$ cat src/hw/rtl/gss_pkg.sv
// shared types and constants for the gear shift servo sequencer
package gss_pkg;

   // field widths
   localparam int unsigned PULSE_W    = 16;
   localparam int unsigned DUR_W      = 8;
   localparam int unsigned LOCK_W     = 16;
   localparam int unsigned GEAR_W     = 3;
   localparam int unsigned RPM_W      = 16;
   localparam int unsigned TIME_W     = 8;
   localparam int unsigned CSR_IDX_W  = 3;
   localparam int unsigned CSR_DATA_W = 16;

   // shift behavior constants
   localparam logic [TIME_W-1:0] FLAT_SHIFT_DELAY = 8'd10;
   localparam logic [GEAR_W-1:0] TOP_GEAR         = 3'd6;
   localparam logic [GEAR_W-1:0] GEAR_NEUTRAL     = 3'd0;
   localparam logic [GEAR_W-1:0] GEAR_FIRST       = 3'd1;
   localparam logic [RPM_W-1:0]  FLAT_RPM_MIN     = 16'd3500;

   // transaction kind
   typedef enum logic {
      OP_CONTROL = 1'b0,
      OP_TICK    = 1'b1
   } op_type;

   // kind of shift in progress
   typedef enum logic [1:0] {
      KIND_DOWN    = 2'd0,
      KIND_NEUTRAL = 2'd1,
      KIND_UP      = 2'd2
   } shift_kind_type;

   // configuration register indexes
   typedef enum logic [CSR_IDX_W-1:0] {
      CSR_PULSE_UP       = 3'd0,
      CSR_PULSE_DOWN     = 3'd1,
      CSR_PULSE_NEUTRAL  = 3'd2,
      CSR_PULSE_MIDDLE   = 3'd3,
      CSR_DURATION_UP    = 3'd4,
      CSR_DURATION_DOWN  = 3'd5,
      CSR_UPSHIFT_LOCK   = 3'd6,
      CSR_DOWNSHIFT_LOCK = 3'd7
   } csr_index_type;

   // configuration register contents
   typedef struct packed {
      logic [PULSE_W-1:0] pulse_up;
      logic [PULSE_W-1:0] pulse_down;
      logic [PULSE_W-1:0] pulse_neutral;
      logic [PULSE_W-1:0] pulse_middle;
      logic [DUR_W-1:0]   duration_up;
      logic [DUR_W-1:0]   duration_down;
      logic [LOCK_W-1:0]  upshift_lock;
      logic [LOCK_W-1:0]  downshift_lock;
   } cfg_type;

   // one input transaction
   typedef struct packed {
      op_type             operation;
      logic               shift_up_req;
      logic               shift_down_req;
      logic [GEAR_W-1:0]  current_gear;
      logic [RPM_W-1:0]   engine_rpm;
      logic [TIME_W-1:0]  time_now;
   } item_type;

   // one result transaction
   typedef struct packed {
      logic [PULSE_W-1:0] servo_pulse;
      logic               flat_shift_on;
      logic               shift_locked;
      logic [GEAR_W-1:0]  target_gear;
   } result_type;

   // handshake between the input stage and the core
   typedef struct packed {
      logic valid;
      logic advance;
   } stage_ctl_type;

endpackage

$ cat src/hw/rtl/gss_csr.sv
// configuration register file of the gear shift servo sequencer
module gss_csr (
   input  logic                           clock,
   input  logic                           reset,
   input  logic                           csr_wr_en,
   input  logic [gss_pkg::CSR_IDX_W-1:0]  csr_index,
   input  logic [gss_pkg::CSR_DATA_W-1:0] csr_wdata,
   output gss_pkg::cfg_type               cfg
);

   gss_pkg::cfg_type cfg_ff;
   gss_pkg::cfg_type cfg_in;

   // decode the write into the addressed register
   always_comb begin
      cfg_in = cfg_ff;
      if (csr_wr_en) begin
         case (gss_pkg::csr_index_type'(csr_index))
            gss_pkg::CSR_PULSE_UP:       cfg_in.pulse_up       = csr_wdata;
            gss_pkg::CSR_PULSE_DOWN:     cfg_in.pulse_down     = csr_wdata;
            gss_pkg::CSR_PULSE_NEUTRAL:  cfg_in.pulse_neutral  = csr_wdata;
            gss_pkg::CSR_PULSE_MIDDLE:   cfg_in.pulse_middle   = csr_wdata;
            gss_pkg::CSR_DURATION_UP:    cfg_in.duration_up    =
               csr_wdata[gss_pkg::DUR_W-1:0];
            gss_pkg::CSR_DURATION_DOWN:  cfg_in.duration_down  =
               csr_wdata[gss_pkg::DUR_W-1:0];
            gss_pkg::CSR_UPSHIFT_LOCK:   cfg_in.upshift_lock   = csr_wdata;
            gss_pkg::CSR_DOWNSHIFT_LOCK: cfg_in.downshift_lock = csr_wdata;
            default:                     cfg_in = cfg_ff;
         endcase
      end
   end

   // register file, all fields clear on reset
   always_ff @(posedge clock) begin
      if (reset) begin
         cfg_ff <= '0;
      end else begin
         cfg_ff <= cfg_in;
      end
   end

   assign cfg = cfg_ff;

endmodule

$ cat src/hw/rtl/gss_in_stage.sv
// input register stage of the gear shift servo sequencer
module gss_in_stage (
   input  logic                  clock,
   input  logic                  reset,
   input  logic                  req_valid,
   output logic                  req_ready,
   input  gss_pkg::item_type     req_item,
   input  logic                  core_ready,
   output gss_pkg::item_type     item,
   output gss_pkg::stage_ctl_type ctl
);

   logic              valid_ff;
   logic              valid_in;
   gss_pkg::item_type item_ff;
   logic              advance;
   logic              take;

   // stage empties into the core when the core can load
   assign advance   = valid_ff && core_ready;
   assign req_ready = !valid_ff || core_ready;
   assign take      = req_valid && req_ready;

   // occupancy of the input register
   always_comb begin
      valid_in = valid_ff;
      if (take) begin
         valid_in = 1'b1;
      end else if (advance) begin
         valid_in = 1'b0;
      end
   end

   always_ff @(posedge clock) begin
      if (reset) begin
         valid_ff <= 1'b0;
      end else begin
         valid_ff <= valid_in;
      end
   end

   // payload register, no reset needed
   always_ff @(posedge clock) begin
      if (take) begin
         item_ff <= req_item;
      end
   end

   assign item        = item_ff;
   assign ctl.valid   = valid_ff;
   assign ctl.advance = advance;

endmodule

$ cat src/hw/rtl/gss_core.sv
// shift state update and result register of the gear shift servo sequencer
module gss_core (
   input  logic                   clock,
   input  logic                   reset,
   input  gss_pkg::cfg_type       cfg,
   input  gss_pkg::item_type      item,
   input  gss_pkg::stage_ctl_type ctl,
   output logic                   core_ready,
   output logic                   rsp_valid,
   input  logic                   rsp_ready,
   output gss_pkg::result_type    rsp
);

   // shift state
   logic [gss_pkg::TIME_W-1:0]  start_time_ff,    start_time_in;
   gss_pkg::shift_kind_type     shift_kind_ff,    shift_kind_in;
   logic [gss_pkg::GEAR_W-1:0]  desired_gear_ff,  desired_gear_in;
   logic [gss_pkg::DUR_W-1:0]   hold_duration_ff, hold_duration_in;
   logic                        angle_latched_ff, angle_latched_in;
   logic                        locked_ff,        locked_in;
   logic [gss_pkg::LOCK_W-1:0]  lock_count_ff,    lock_count_in;
   logic [gss_pkg::PULSE_W-1:0] pulse_now_ff,     pulse_now_in;
   logic                        flat_active_ff,   flat_active_in;

   // result register
   logic                        rsp_valid_ff,     rsp_valid_in;
   gss_pkg::result_type         rsp_ff,           rsp_in;

   logic [gss_pkg::TIME_W-1:0]  elapsed;
   logic                        up_ok;
   logic                        down_ok;
   logic                        in_progress;

   assign core_ready = !rsp_valid_ff || rsp_ready;

   assign elapsed     = item.time_now - start_time_ff;
   assign up_ok       = item.shift_up_req && (item.current_gear < gss_pkg::TOP_GEAR);
   assign down_ok     = item.shift_down_req && (item.current_gear != gss_pkg::GEAR_NEUTRAL);
   assign in_progress = (elapsed < hold_duration_ff) &&
                        (desired_gear_ff != item.current_gear);

   // next shift state for the transaction in the input register
   always_comb begin
      start_time_in    = start_time_ff;
      shift_kind_in    = shift_kind_ff;
      desired_gear_in  = desired_gear_ff;
      hold_duration_in = hold_duration_ff;
      angle_latched_in = angle_latched_ff;
      locked_in        = locked_ff;
      lock_count_in    = lock_count_ff;
      pulse_now_in     = pulse_now_ff;
      flat_active_in   = flat_active_ff;
      if (item.operation == gss_pkg::OP_TICK) begin
         // lock countdown, release at zero
         if (lock_count_ff != '0) begin
            lock_count_in = lock_count_ff - 1'b1;
         end else begin
            locked_in = 1'b0;
         end
      end else if (!locked_ff && (item.shift_up_req || item.shift_down_req)) begin
         // new request, downshift wins over upshift
         start_time_in = item.time_now;
         if (down_ok) begin
            lock_count_in    = cfg.downshift_lock;
            locked_in        = 1'b1;
            hold_duration_in = cfg.duration_down;
            if (item.current_gear == gss_pkg::GEAR_FIRST) begin
               shift_kind_in   = gss_pkg::KIND_NEUTRAL;
               desired_gear_in = gss_pkg::GEAR_NEUTRAL;
            end else begin
               shift_kind_in   = gss_pkg::KIND_DOWN;
               desired_gear_in = item.current_gear - 1'b1;
            end
         end else if (up_ok) begin
            lock_count_in    = cfg.upshift_lock;
            locked_in        = 1'b1;
            hold_duration_in = cfg.duration_up;
            shift_kind_in    = gss_pkg::KIND_UP;
            desired_gear_in  = item.current_gear + 1'b1;
         end
      end else if (in_progress) begin
         // hold the shift position, add ignition cut when fast enough
         if (!angle_latched_ff) begin
            angle_latched_in = 1'b1;
            case (shift_kind_ff)
               gss_pkg::KIND_DOWN:    pulse_now_in = cfg.pulse_down;
               gss_pkg::KIND_NEUTRAL: pulse_now_in = cfg.pulse_neutral;
               gss_pkg::KIND_UP:      pulse_now_in = cfg.pulse_up;
               default:               pulse_now_in = pulse_now_ff;
            endcase
         end
         if ((elapsed > gss_pkg::FLAT_SHIFT_DELAY) &&
             (item.engine_rpm > gss_pkg::FLAT_RPM_MIN)) begin
            flat_active_in = 1'b1;
         end
      end else begin
         // back to the middle position
         flat_active_in   = 1'b0;
         pulse_now_in     = cfg.pulse_middle;
         angle_latched_in = 1'b0;
      end
   end

   // result shows the state after the update
   always_comb begin
      rsp_in.servo_pulse   = pulse_now_in;
      rsp_in.flat_shift_on = flat_active_in;
      rsp_in.shift_locked  = locked_in;
      rsp_in.target_gear   = desired_gear_in;
      rsp_valid_in         = rsp_valid_ff;
      if (ctl.advance) begin
         rsp_valid_in = 1'b1;
      end else if (rsp_ready) begin
         rsp_valid_in = 1'b0;
      end
   end

   // state registers, updated once per transaction
   always_ff @(posedge clock) begin
      if (reset) begin
         start_time_ff    <= '0;
         shift_kind_ff    <= gss_pkg::KIND_DOWN;
         desired_gear_ff  <= '0;
         hold_duration_ff <= '0;
         angle_latched_ff <= 1'b0;
         locked_ff        <= 1'b0;
         lock_count_ff    <= '0;
         pulse_now_ff     <= '0;
         flat_active_ff   <= 1'b0;
      end else if (ctl.advance) begin
         start_time_ff    <= start_time_in;
         shift_kind_ff    <= shift_kind_in;
         desired_gear_ff  <= desired_gear_in;
         hold_duration_ff <= hold_duration_in;
         angle_latched_ff <= angle_latched_in;
         locked_ff        <= locked_in;
         lock_count_ff    <= lock_count_in;
         pulse_now_ff     <= pulse_now_in;
         flat_active_ff   <= flat_active_in;
      end
   end

   // result valid flag
   always_ff @(posedge clock) begin
      if (reset) begin
         rsp_valid_ff <= 1'b0;
      end else begin
         rsp_valid_ff <= rsp_valid_in;
      end
   end

   // result payload
   always_ff @(posedge clock) begin
      if (ctl.advance) begin
         rsp_ff <= rsp_in;
      end
   end

   assign rsp_valid = rsp_valid_ff;
   assign rsp       = rsp_ff;

   // ignition cut only while a shift position is latched
   a_flat_needs_angle: assert property (@(posedge clock) disable iff (reset)
      flat_active_ff |-> angle_latched_ff)
      else $error("flat shift active without latched position");

   // tick at zero count releases the lock
   a_tick_release: assert property (@(posedge clock) disable iff (reset)
      (ctl.advance && item.operation == gss_pkg::OP_TICK && lock_count_ff == '0)
      |=> !locked_ff)
      else $error("lock not released at zero count");

   // lock only engages on a control transaction
   a_lock_on_control: assert property (@(posedge clock) disable iff (reset)
      $rose(locked_ff) |-> $past(ctl.advance && item.operation == gss_pkg::OP_CONTROL))
      else $error("lock engaged without control transaction");

   // loaded result matches the updated state
   a_result_matches: assert property (@(posedge clock) disable iff (reset)
      ctl.advance |=> (rsp_ff.shift_locked == locked_ff) &&
                      (rsp_ff.target_gear == desired_gear_ff) &&
                      (rsp_ff.servo_pulse == pulse_now_ff))
      else $error("result register out of step with shift state");

   // the core only loads when the result register is free
   a_no_overwrite: assert property (@(posedge clock) disable iff (reset)
      (rsp_valid_ff && !rsp_ready) |-> !ctl.advance)
      else $error("pending result overwritten");

endmodule

$ cat src/hw/rtl/gear_shift_servo_sequencer.sv
// top level of the gear shift servo sequencer
//
//   channel   ports         direction  flow control
//   request   req_*         in         valid / ready
//   response  rsp_*         out        valid / ready
//   csr       csr_*         in         write enable, no wait
//
// one transaction per cycle sustained unless the response stalls; a request
// goes through the input register, then the shift state update into the
// result register. the shift state update is a combinational compare and
// select path. synchronous active-high reset clears all shift state, the
// configuration registers and both valid flags. a stalled response holds in
// the result register while the input register still accepts one transaction.
module gear_shift_servo_sequencer (
   input  logic                            clock,
   input  logic                            reset,
   // request channel
   input  logic                            req_valid,
   output logic                            req_ready,
   input  logic                            req_operation,
   input  logic                            req_shift_up_req,
   input  logic                            req_shift_down_req,
   input  logic [gss_pkg::GEAR_W-1:0]      req_current_gear,
   input  logic [gss_pkg::RPM_W-1:0]       req_engine_rpm,
   input  logic [gss_pkg::TIME_W-1:0]      req_time_now,
   // response channel
   output logic                            rsp_valid,
   input  logic                            rsp_ready,
   output logic [gss_pkg::PULSE_W-1:0]     rsp_servo_pulse,
   output logic                            rsp_flat_shift_on,
   output logic                            rsp_shift_locked,
   output logic [gss_pkg::GEAR_W-1:0]      rsp_target_gear,
   // configuration write port
   input  logic                            csr_wr_en,
   input  logic [gss_pkg::CSR_IDX_W-1:0]   csr_index,
   input  logic [gss_pkg::CSR_DATA_W-1:0]  csr_wdata
);

   gss_pkg::cfg_type       cfg;
   gss_pkg::item_type      req_item;
   gss_pkg::item_type      item;
   gss_pkg::stage_ctl_type ctl;
   gss_pkg::result_type    rsp;
   logic                   core_ready;

   // pack the request fields
   always_comb begin
      req_item.operation      = gss_pkg::op_type'(req_operation);
      req_item.shift_up_req   = req_shift_up_req;
      req_item.shift_down_req = req_shift_down_req;
      req_item.current_gear   = req_current_gear;
      req_item.engine_rpm     = req_engine_rpm;
      req_item.time_now       = req_time_now;
   end

   gss_csr u_csr (
      .clock     (clock),
      .reset     (reset),
      .csr_wr_en (csr_wr_en),
      .csr_index (csr_index),
      .csr_wdata (csr_wdata),
      .cfg       (cfg)
   );

   gss_in_stage u_in_stage (
      .clock      (clock),
      .reset      (reset),
      .req_valid  (req_valid),
      .req_ready  (req_ready),
      .req_item   (req_item),
      .core_ready (core_ready),
      .item       (item),
      .ctl        (ctl)
   );

   gss_core u_core (
      .clock      (clock),
      .reset      (reset),
      .cfg        (cfg),
      .item       (item),
      .ctl        (ctl),
      .core_ready (core_ready),
      .rsp_valid  (rsp_valid),
      .rsp_ready  (rsp_ready),
      .rsp        (rsp)
   );

   // unpack the response fields
   assign rsp_servo_pulse   = rsp.servo_pulse;
   assign rsp_flat_shift_on = rsp.flat_shift_on;
   assign rsp_shift_locked  = rsp.shift_locked;
   assign rsp_target_gear   = rsp.target_gear;

endmodule
$ cat config.mk
export PLATFORM = sky130hd
export DESIGN_NAME = gear_shift_servo_sequencer
export DESIGN_NICKNAME = d
export VERILOG_FILES = /design/src/hw/rtl/gss_pkg.sv /design/src/hw/rtl/gss_csr.sv /design/src/hw/rtl/gss_in_stage.sv /design/src/hw/rtl/gss_core.sv /design/src/hw/rtl/gear_shift_servo_sequencer.sv
export SDC_FILE = /design/constraint.sdc
export NUM_CORES = 1
export LEC_CHECK = 0
export BUFFER_PORTS_ARGS = -buffer_cell sky130_fd_sc_hd__buf_2
export CAP_MARGIN = 0
export CORE_ASPECT_RATIO = 1.5
export CORE_MARGIN = 2
export CORE_UTILIZATION = 60
export DETAILED_ROUTE_END_ITERATION = 6
export GPL_TIMING_DRIVEN = 1
export PLACE_DENSITY = 0.86
export SYNTH_ARGS = -nofsm -noshare
export SYNTH_HDL_FRONTEND = slang
export SYNTH_SLANG_ARGS = --single-unit
$ cat constraint.sdc
create_clock -name clock -period 3.87 [get_ports clock]
set_input_delay 0.387 -clock clock [delete_from_list [all_inputs] [get_ports clock]]
set_output_delay 0.387 -clock clock [all_outputs]
set_load 0.02 [all_outputs]
==> metrics.txt <==
run status=finished clean; CP Capture Type=register; Rel. slew slack=0.1482; WHS=53.18 ps; Die Ht=160.5 um; final net count=1304; clock-pin transition on the worst setup and hold timing paths=60 ps; CTS H-tree lvls=1; PwrDens=466.0 mW/mm^2; period utilization=0.9757; Compound-Gate Fraction of Synth Area=0.1637; Max Clk Rate=264.8 MHz; Die Span X=108.3 um; Initial DRC Count=743; Placer Congestion=0.8784; Layout Area Growth over Synthesis=13.83%; proportion of synthesized area in mux cells=0.04508; Vias/cell=5.798; hold path endpoint=u_in_stage.item[21]$_DFFE_PP_; core box area=0.01612 mm^2; Post-Syn Area per Cell=8.253 um^2; Unique masters post-synth=60; Setup violations, final=0; Reg2Reg Depth=17; area leader, netlist=dfxtp_1; CTS Buf Count=22; CP Class=reg2reg; first-pass GRT wire length=38.18 mm; pin count of the biggest net entering global routing=67; final hold violations=0; yosys warns=0; Post-Synth XOR/XNOR Area=0.007152; top-count cell post-synth=nand2_1; Tmin final=3776 ps; # Max-Cap Violations=0; ys flop type=dfxtp_1; Hold Crit Class=in2reg; main combinational cell family by area after synthesis=simple AND/OR/NAND/NOR gates; top cell type's share of synthesized area=0.3474; leading cell types by total area after synthesis=dfxtp_1, edfxtp_1, nand2_1, a21oi_1, mux2i_1; CTS tree=yes; simple-gate share of the synthesized area=0.2063; Detailed Route WL=24.36 mm; synthesized cell area=0.009797 mm^2; top post-synthesis cells by count=nand2_1, dfxtp_1, a21oi_1; layout cells sized above 1=0.1211; drt wl/cell=16.75 um; Post-DP Area=0.01026 mm^2; EDFF count, synth=51; start of the worst register-to-register path=u_in_stage.item[0]$_DFFE_PP_; initial antenna violation count=1; dpl hpwl=15.82 mm; port bufs=76; Layout Skew=7.670 ps; worst setup path start=u_in_stage.item[0]$_DFFE_PP_; DRT Pass-1 Iters=5; Finished Cell Area=0.01115 mm^2; grt ovf=0; # hold bufs at CTS=0; Initial Utilization=0.6078; DRC errors left=0; GRT Resource Usage Total=0.2728; Async SR Flop Fraction=0; via count=8430; Cells after Synth=1187; ANT nets after route=0; Hold Path Depth=1; vias in the first global route=8183; critical path arrival=4010 ps; row count=57; DIE AREA=0.01739 mm^2; Startpoint Class=register; total power=5.197 mW; Max VDD drop=343.9 uV; Slew Limit Fails=0; Adder-Cell Fraction of Synth Area=0.02503; worst reg-to-reg setup slack=90 ps; Ports=77; CTS Sinks=221; #FFs+latches synth=221; worst r2r dst=u_core.rsp[7]$_DFFE_PP_; leakage=4.054 nW; critical path required time=4100 ps; insertion delay to the later sink of the worst-skew pair=500 ps; setup TNS=0 ps; synthesized net count=1260; maximum clock path buffer count=3; worst-path maximum fanout=4; post-synthesis sequential area ratio=0.5037; slew at the pin closest to its max-slew limit=1273 ps; clk root buf=clkbuf_16; hold_sp=req_engine_rpm[13]
worst max-delay path, cell delays in order (launching register included):
cell,delay [ps]
edfxtp_1,410
inv_2,80
ha_1,130
inv_1,50
fa_2,350
a21o_1,200
a21oi_2,210
xnor2_2,170
inv_1,110
ha_4,230
a21oi_2,120
o21a_1,190
a211oi_2,100
or2_1,250
o22ai_4,310
clkbuf_16,240
mux2i_4,230
o21ai_1,100
state kept, by name (all words and copies together), names as in the netlist:
| signal | count |
|---|---|
| u_csr.cfg | 112 |
| u_in_stage.item | 30 |
| u_core.rsp | 21 |
| u_core.lock_count_ff | 16 |
| u_core.pulse_now_ff | 16 |
| u_core.hold_duration_ff | 8 |
| u_core.start_time_ff | 8 |
| u_core.desired_gear_ff | 3 |
| u_core.shift_kind_ff | 2 |
| u_core.angle_latched_ff | 1 |
| u_core.flat_active_ff | 1 |
| u_core.locked_ff | 1 |
| u_core.rsp_valid | 1 |
| u_in_stage.valid_ff | 1 |
cells by family after synthesis:
group / Yosys count
AND/OR/NAND/NOR: 495
AO/OA/AOI/OAI: 280
flip-flops: 221
buffers and inverters: 120
multiplexers: 44
adder cells (fa/ha/maj): 19
XOR/XNOR: 8
cell usage in the layout (no fill, tap or decap), types with 5 or more instances in the layout:
cell       instances
nand2_1          329
dfxtp_1          170
a21oi_1          159
nor2_1            96
buf_2             75
edfxtp_1          51
inv_1             45
mux2i_1           35
o21ai_1           32
clkbuf_16         25
o21ai_0           19
ha_1              17
buf_4             15
nor3_1            13
nand3_1           11
nand2b_1          10
a211oi_1           9
a311oi_1           8
nor2b_1            7
o22a_1             7
nor4_1             7
xnor2_1            6
a22oi_1            6
or3_1              5
o22ai_1            5
worst max-delay path by stage:
stage	endpoint	slack, ps	depth (start not counted)
2_1_floorplan	u_core.rsp[5]$_DFFE_PP_	430	18
3_3_place_gp	u_core.rsp[11]$_DFFE_PP_	300	17
3_5_place_dp	u_core.rsp[9]$_DFFE_PP_	130	17
4_1_cts	u_core.rsp[9]$_DFFE_PP_	110	17
5_1_grt	u_core.rsp[10]$_DFFE_PP_	-90	17
6_report	u_core.rsp[7]$_DFFE_PP_	90	17
per-layer routing:
metal,vias up,track usage,share of wire
li1,4102,-,-
met2,270,0.5014,0.52
met5,-,0,0.00053
met1,3972,0.2965,0.37
met4,2,0.1521,0.050
met3,84,0.03287,0.054
what timing repair did:
item	in CTS	in global routing
setup buffers	0	1
resized for setup	0	23
setup endpoints to repair	0	24
metrics by stage:
| stage | instances | util | setup slack [ps] |
|---|---|---|---|
| floorplan | 1187 | - | 427.1 |
| global placement | 1409 | 0.6366 | 304.7 |
| detailed placement | 1409 | 0.6366 | 134.0 |
| CTS | 1449 | 0.6801 | 114.1 |
| global route | 1453 | 0.6917 | -88.33 |
| finish | 1454 | 0.6919 | 93.87 |
final cells by class:
type,count,area [um^2]
clock inverter,11,82.58
clock buffer,29,618.1
inverter,46,172.7
sequential,221,4935
tap,206,257.7
timing repair buffer,94,569.3
fill,1256,4966
multi-input combinational,846,4514
antenna,1,2.502
power by group:
group / switching (mW) / leakage, nW / total [mW] / internal (mW)
Sequential: 0.0505 / 1.86 / 2.49 / 2.44
Combinational: 0.392 / 1.85 / 0.642 / 0.250
Clock: 0.872 / 0.343 / 2.06 / 1.19
Total: 1.31 / 4.05 / 5.20 / 3.88
Note: power is estimated with default switching activity, not from simulation.
